$ cat src/rtl/core/ccfl_pkg.sv
package ccfl_pkg;

    localparam int FRAME_W_MAX = 24;
    localparam int COLOR_W_MAX = 6;
    localparam int QUEUE_DEPTH = 2;
    localparam int COUNT_W     = 17;

    localparam logic CMD_ALLOC = 1'b0;
    localparam logic CMD_FREE  = 1'b1;

    typedef struct packed {
        logic        cmd;
        logic        any_color;
        logic [2:0]  want_color;
        logic [15:0] frame_index;
    } t_in_word;

    typedef struct packed {
        logic               ok;
        logic [15:0]        got_frame;
        logic [2:0]         got_color;
        logic [COUNT_W-1:0] free_total;
    } t_out_word;

    typedef struct packed {
        logic                   is_free;
        logic                   any_color;
        logic [COLOR_W_MAX-1:0] color;
        logic [FRAME_W_MAX-1:0] frame;
    } t_job;

endpackage

$ cat src/rtl/core/ccfl_front.sv
module ccfl_front
    import ccfl_pkg::*;
    #(
        parameter int NUM_COLORS = 8,
        parameter int FRAME_BITS = 16
    )
    (
        input  logic     i_clk,
        input  logic     i_rst_n,
        input  logic     start,
        output logic     busy,
        input  t_in_word i_word,
        output logic     o_job_valid,
        output t_job     o_job,
        input  logic     i_job_pop
    );

    localparam int CW = $clog2(NUM_COLORS);
    localparam int PW = $clog2(QUEUE_DEPTH);
    localparam logic [CW-1:0] CMASK = CW'(NUM_COLORS - 1);

    t_job                   job_in;
    logic [FRAME_W_MAX-1:0] frame_ext;
    logic [COLOR_W_MAX-1:0] want_ext;
    logic [CW-1:0]          color;
    logic                   push;

    t_job           r_q [QUEUE_DEPTH];
    logic [PW-1:0]  r_wptr;
    logic [PW-1:0]  r_rptr;
    logic [PW:0]    r_cnt;

    // classify: color of a freed frame from its low bits, else the masked request
    always_comb begin
        frame_ext = FRAME_W_MAX'(i_word.frame_index);
        frame_ext = FRAME_W_MAX'(frame_ext[FRAME_BITS-1:0]);
        want_ext  = COLOR_W_MAX'(i_word.want_color);
        if (i_word.cmd == CMD_FREE) begin
            color = frame_ext[CW-1:0] & CMASK;
        end else begin
            color = want_ext[CW-1:0] & CMASK;
        end
        job_in.is_free   = (i_word.cmd == CMD_FREE);
        job_in.any_color = i_word.any_color;
        job_in.color     = COLOR_W_MAX'(color);
        job_in.frame     = frame_ext;
    end

    assign busy        = (r_cnt == (PW+1)'(QUEUE_DEPTH));
    assign push        = start && !busy;
    assign o_job_valid = (r_cnt != '0);
    assign o_job       = r_q[r_rptr];

    always_ff @(posedge i_clk) begin
        if (push) begin
            r_q[r_wptr] <= job_in;
        end
        if (!i_rst_n) begin
            r_wptr <= '0;
            r_rptr <= '0;
            r_cnt  <= '0;
        end else begin
            if (push) begin
                r_wptr <= (r_wptr == PW'(QUEUE_DEPTH - 1)) ? '0 : r_wptr + 1'b1;
            end
            if (i_job_pop) begin
                r_rptr <= (r_rptr == PW'(QUEUE_DEPTH - 1)) ? '0 : r_rptr + 1'b1;
            end
            r_cnt <= r_cnt + (PW+1)'(push) - (PW+1)'(i_job_pop);
        end
    end

endmodule

$ cat config.mk
export PLATFORM = sky130hd
export DESIGN_NAME = ccfl_front
export DESIGN_NICKNAME = d
export VERILOG_FILES = /design/src/rtl/core/ccfl_pkg.sv /design/src/rtl/core/ccfl_front.sv
export SDC_FILE = /design/constraint.sdc
export NUM_CORES = 1
export LEC_CHECK = 0
export BUFFER_PORTS_ARGS = -buffer_cell sky130_fd_sc_hd__buf_2
export CORE_ASPECT_RATIO = 0.8
export CORE_UTILIZATION = 45
export DETAILED_ROUTE_END_ITERATION = 8
export PLACE_DENSITY = 0.75
export RECOVER_POWER = 50
export SYNTH_ARGS = -nofsm -noshare
export SYNTH_HDL_FRONTEND = slang
export SYNTH_SLANG_ARGS = --single-unit
$ cat constraint.sdc
create_clock -name i_clk -period 2.5 [get_ports i_clk]
set_input_delay 0.125 -clock i_clk [delete_from_list [all_inputs] [get_ports i_clk]]
set_output_delay 0.125 -clock i_clk [all_outputs]
set_load 0.02 [all_outputs]
=== Word level (Yosys, flattened, before mapping) ===
Memories as Yosys holds them, arrays and structs flattened. A register that Yosys moved wholly into a read port is not among the register bits.
Index checks and enable logic that the tools add are counted.

* Reduce and logical (&&, ||, !) cells: 3
* Eq/ne operators: 1
* $lt $le $gt $ge: 0
* Add/sub/neg operators: 4
* Multipliers: 0
* Muxes and demuxes: 7
* Divide/modulo/power cells: 0
* Bitwise gates (word level): 0
* Shifts and indexed selects: 0

{| class="wikitable"
|+ Operator list
! operator !! number
|-
| 1-bit two-way mux || 6
|-
| 3-bit two-way mux || 1
|-
| 1-bit adder, second input constant || 2
|-
| 2-bit by 1-bit adder with 2-bit output || 1
|-
| 2-bit equality test, second input constant || 1
|-
| 2-bit nonzero test || 1
|-
| 2-bit by 1-bit subtractor with 2-bit output || 1
|-
| 1-bit logical AND || 1
|-
| 1-bit logical NOT || 1
|}

* Bits in writable memories: 42
* Bits of input ports: 25
* ROM bits: 0
* Output and inout bits: 34
* Memories kept: 1
* Word-level logic and storage cells: 19
* Bits in latches: 0
* Register bits after elaboration: 4

{| class="wikitable"
|+ Memories
! memory !! depth !! bits a word !! read ports !! clocked after memory_dff !! wr ports !! line !! RTL
|-
| r_q || 2 || 21 || 1 || 1 || 1 || ccfl_front.sv:28 || <nowiki>t_job r_q [QUEUE_DEPTH];</nowiki>
|}

=== Depth between registers and ports, before layout ===
* Word-level depth: 5
* Gate-level depth with buffers: 5
* Gate-level depth less buffers: 5

=== Worst setup path after synthesis ===
OpenSTA, ideal clock, no wires.

* Kind: flip-flop to flip-flop
* Start: reg r_cnt[0]
* End: mem r_q[1][0] (netlist name) (enable)
* Arrival time: 2.096 ns
* Buffers on the path: 0
* Cell stages (with the launch flop): 3
* Setup slack: -0.026 ns
* Library setup time: 0.430 ns
* Period minus slack after synthesis: 2.526 ns
* Data required time: 2.070 ns
* Cell sequence: dfxtp_1 nor2b_4 nor3b_1

* Cells in the longest elaborated chain, start to end: 5

{| class="wikitable"
|+ Ends and longest elaborated chain
! item !! line !! RTL
|-
| start, declared || ccfl_front.sv:31 || <nowiki>logic [PW:0] r_cnt;</nowiki>
|-
| start signal, assigned || ccfl_front.sv:69 || <nowiki>r_cnt <= r_cnt + (PW+1)'(push) - (PW+1)'(i_job_pop);</nowiki>
|-
| 2-bit equality test || ccfl_front.sv:49 || <nowiki>assign busy = (r_cnt == (PW+1)'(QUEUE_DEPTH));</nowiki>
|-
| via busy || ccfl_front.sv:11 || <nowiki>output logic busy,</nowiki>
|-
| 1-bit logical NOT || ccfl_front.sv:50 || <nowiki>assign push = start && !busy;</nowiki>
|-
| 1-bit logical AND || ccfl_front.sv:50 ||
|-
| 1-bit two-way mux || ccfl_front.sv:55 || <nowiki>if (push) begin</nowiki>
|-
| 1-bit two-way mux (implied by the code) || ccfl_front.sv:56 || <nowiki>r_q[r_wptr] <= job_in;</nowiki>
|-
| end, declared || ccfl_front.sv:28 ||
|}

The timed path passes the listed nets, and every way through them passes these cells.

=== Worst setup path in the final report ===
* Start: reg r_cnt[1]
* End: mem r_q[1][17] (netlist name) (enable)

* Cells in the longest elaborated chain, start to end: 5

{| class="wikitable"
|+ Ends and longest elaborated chain
! item !! line
|-
| 2-bit equality test || ccfl_front.sv:49
|-
| 1-bit logical NOT || ccfl_front.sv:50
|-
| 1-bit logical AND || ccfl_front.sv:50
|-
| 1-bit two-way mux || ccfl_front.sv:55
|-
| 1-bit two-way mux (implied by the code) || ccfl_front.sv:56
|}

No other way between the ends.

==> qor.yml <==
cts_sinks: 47
io_pins: 59
yosys_warnings: 0
ys_top_cells_by_area: "edfxtp_1, mux2_1, dfxtp_1, buf_4, mux2i_1"
ir_worst_vdd_uv: 375.1
die_w_um: 74.40
placed_cells: 209
hold_class: "in -> reg"
p_seq_frac: 0.569
insertion_delay_ns: 0.29
critPathLaunchType: "register"
hold_ws_ns: 0.01720
cap_violations: 0
critPathMaxFanout: 11
synth.top_cell.area_share: 0.6684
drt_pre_antenna_iters: 4
ys_types: 22
switching_power_uw: 442.7
min_period_ns: 1.885
muxShareOfSynthArea: 0.1538
synth_commonest_cells: "edfxtp_1, mux2_1, buf_4"
place_hpwl_um: 2130
wl_per_cell_um: 13.25
yosys_most_used_dff: "edfxtp_1"
area_growth_syn_to_layout_pct: 17.84
p_per_area_nw_per_um2: 750.0
num-nets-final: 187
cts_buffers: 5
crit_family: "simple AND/OR/NAND/NOR gates"
start_util: 0.4833
slew_viol_final: 0
gp_congestion: 0.7401
crit_buf_inv: 1
htreeDepth: 2
reg2reg_from: "r_cnt[1]"
yosysMostFrequentCell: "edfxtp_1"
cts_setup_buffers: 0
grt_pass1_vias: 1054
num_rows: 20
cts_buffer_depth: 2
synth_compound_area_frac: 0.01127
drtIter0Drc: 42
rr_worst_depth: 3
yosysSeqAreaShare: 0.7215
synthSimpleGateAreaFrac: 0.04509
tns_ns: 0
switching_share: 0.2655
cts_resized: 0
critPathCaptureType: "register"
slew_headroom: 0.4359
synth_xor_area_frac: 0.004642
wirelength_um: 2876
dp_slack_ns: 0.7634
setup-violations-final: 0
drtAntennaViolNets: 0
num_antenna_cells: 0
grt_max_degree: 17
drc: 0
syn-cell-area_um2: 1887
status: "finished, final reports clean"
antenna_found_initial: 0
syn_inst: 107
vias: 1017
p_leak_nw: 0.8329
cpPeakStageDelay_ns: 0.73
cts_tree: "built"
slowest_stage: "nor3b_2"
p_clk_frac: 0.262
rsz0062_at_grt: "no"
synthArstFlopShare: 0
synth_edf_count: 42
combPwrFrac: 0.169
ys_seq_elements: 47
worstPathRequired_ns: 2.50
worstHoldStart: "i_word[10]"
min_period_over_period: 0.7542
grt_pass1_wl_um: 4705
finalHoldViolCount: 0
fin_ws_ns: 0.6146
p_int_mw: 1.225
r2r_slack_ns: 0.61
port_buffers: 47
overflow: 0
fin_cells: 217
cp_data_arrival_time_ns: 1.89
synth_top_family_by_area: "multiplexers"
path_cells: "nor2b_1, nor3b_2, buf_4"
max_freq_mhz: 530.4
skew_ns: 0.003365
fillers: 329
r2r-end: "r_q[1][17]"
clock-root-buffer: "clkbuf_8"
postSynthAreaPerCell_um2: 17.63
core_um2: 3904
hold_end: "r_q[0][10]"
die_area_um2: 4457
synth_fa_ha_area_frac: 0.006631
tightestPinTransition_ns: 0.8425
cts.reportedPaths.clkPinSlew_ns: 0.08
track_usage: 0.1460
cp.depth: 3
min_path_cells: 1
drive_gt1_frac: 0.2654
p_total_mw: 1.668
path_class: "reg -> reg"
via_per_inst: 4.687
synth_area_leader_cell: "edfxtp_1"
cts_hold_buffers: 0
die_y_um: 59.92
-- cell type report --
class                      count  area, um^2  area share
clock buffer                   5       68.82     0.03095
sequential                    47        1361      0.6123
clock inverter                 3       20.02    0.009004
inverter                       3       11.26    0.005065
tap                           55       68.82     0.03095
timing repair buffer          50       236.5      0.1064
multi-input combinational     54       456.7      0.2054
-- layout by cell type (no fill, tap or decap) --
cell type / n
edfxtp_1: 42
buf_2: 30
mux2_1: 24
clkbuf_1: 17
conb_1: 11
dfxtp_1: 5
clkbuf_8: 5
inv_1: 3
buf_4: 3
nor2b_1: 2
and2_0: 2
o21ai_0: 2
nand2_1: 2
mux2i_1: 2
or3_4: 1
or2_1: 1
xor2_1: 1
nor3b_2: 1
nor3_1: 1
and3b_1: 1
a21boi_2: 1
nand2b_1: 1
ha_1: 1
clkinvlp_4: 1
clkinv_4: 1
clkinv_1: 1
-- cell families after synthesis --
kind of cell               after synthesis
DFF                                     47
buffers and inverters                   16
AOI/OAI and AO/OA                        3
muxes                                   26
and+or+nand+nor                         12
xor gates and xnor gates                 1
other                                    1
adders and majority gates                1
-- worst reg2reg max path: stages, from the launching register on --
cell     delay, ns
dfxtp_1       0.33
nor2b_1       0.20
nor3b_2       0.73
buf_4         0.33
-- power by group through the flow --
stage | Combinational, mW | Sequential, mW | Clock (mW)
after floorplan | 0.211 | 0.960 | 0
after global routing | 0.311 | 0.955 | 0.481
after detailed placement | 0.297 | 0.969 | 0
final | 0.282 | 0.948 | 0.437
after CTS | 0.299 | 0.951 | 0.454
after global placement | 0.290 | 0.964 | 0
-- how the worst max path moves through the flow --
stage / from / end / slack [ns]
global route: r_cnt[1] / r_q[1][10] / 0.47
detailed placement: r_cnt[1] / r_q[0][14] / 0.76
floorplan: r_cnt[0] / r_q[1][0] / 0.71
CTS: r_cnt[0] / r_q[0][13] / 0.75
finish: r_cnt[1] / r_q[1][17] / 0.61
global placement: r_cnt[0] / r_q[0][10] / 0.83
-- state kept, by name, indices dropped and copies added (netlist names), named ones only --
name    count
r_cnt       2
r_wptr      1
r_rptr      1
r_q        42
-- routing by layer --
metal  global-route usage  vias up  wire length, um
met5                    0        -                0
met4              0.06469        0               53
met3              0.05565        7              212
met2               0.2613       36             1500
met1               0.1526      493             1109
li1                     -      481                -
-- through the flow --
stage / util / area [um^2]
global route: 0.5696 / 2223
global placement: 0.5558 / 2170
CTS: 0.5785 / 2258
detailed placement: 0.5558 / 2170
floorplan: - / 1929
finish: 0.5696 / 2223
No activity file was read; power rests on OpenSTA's default activity.
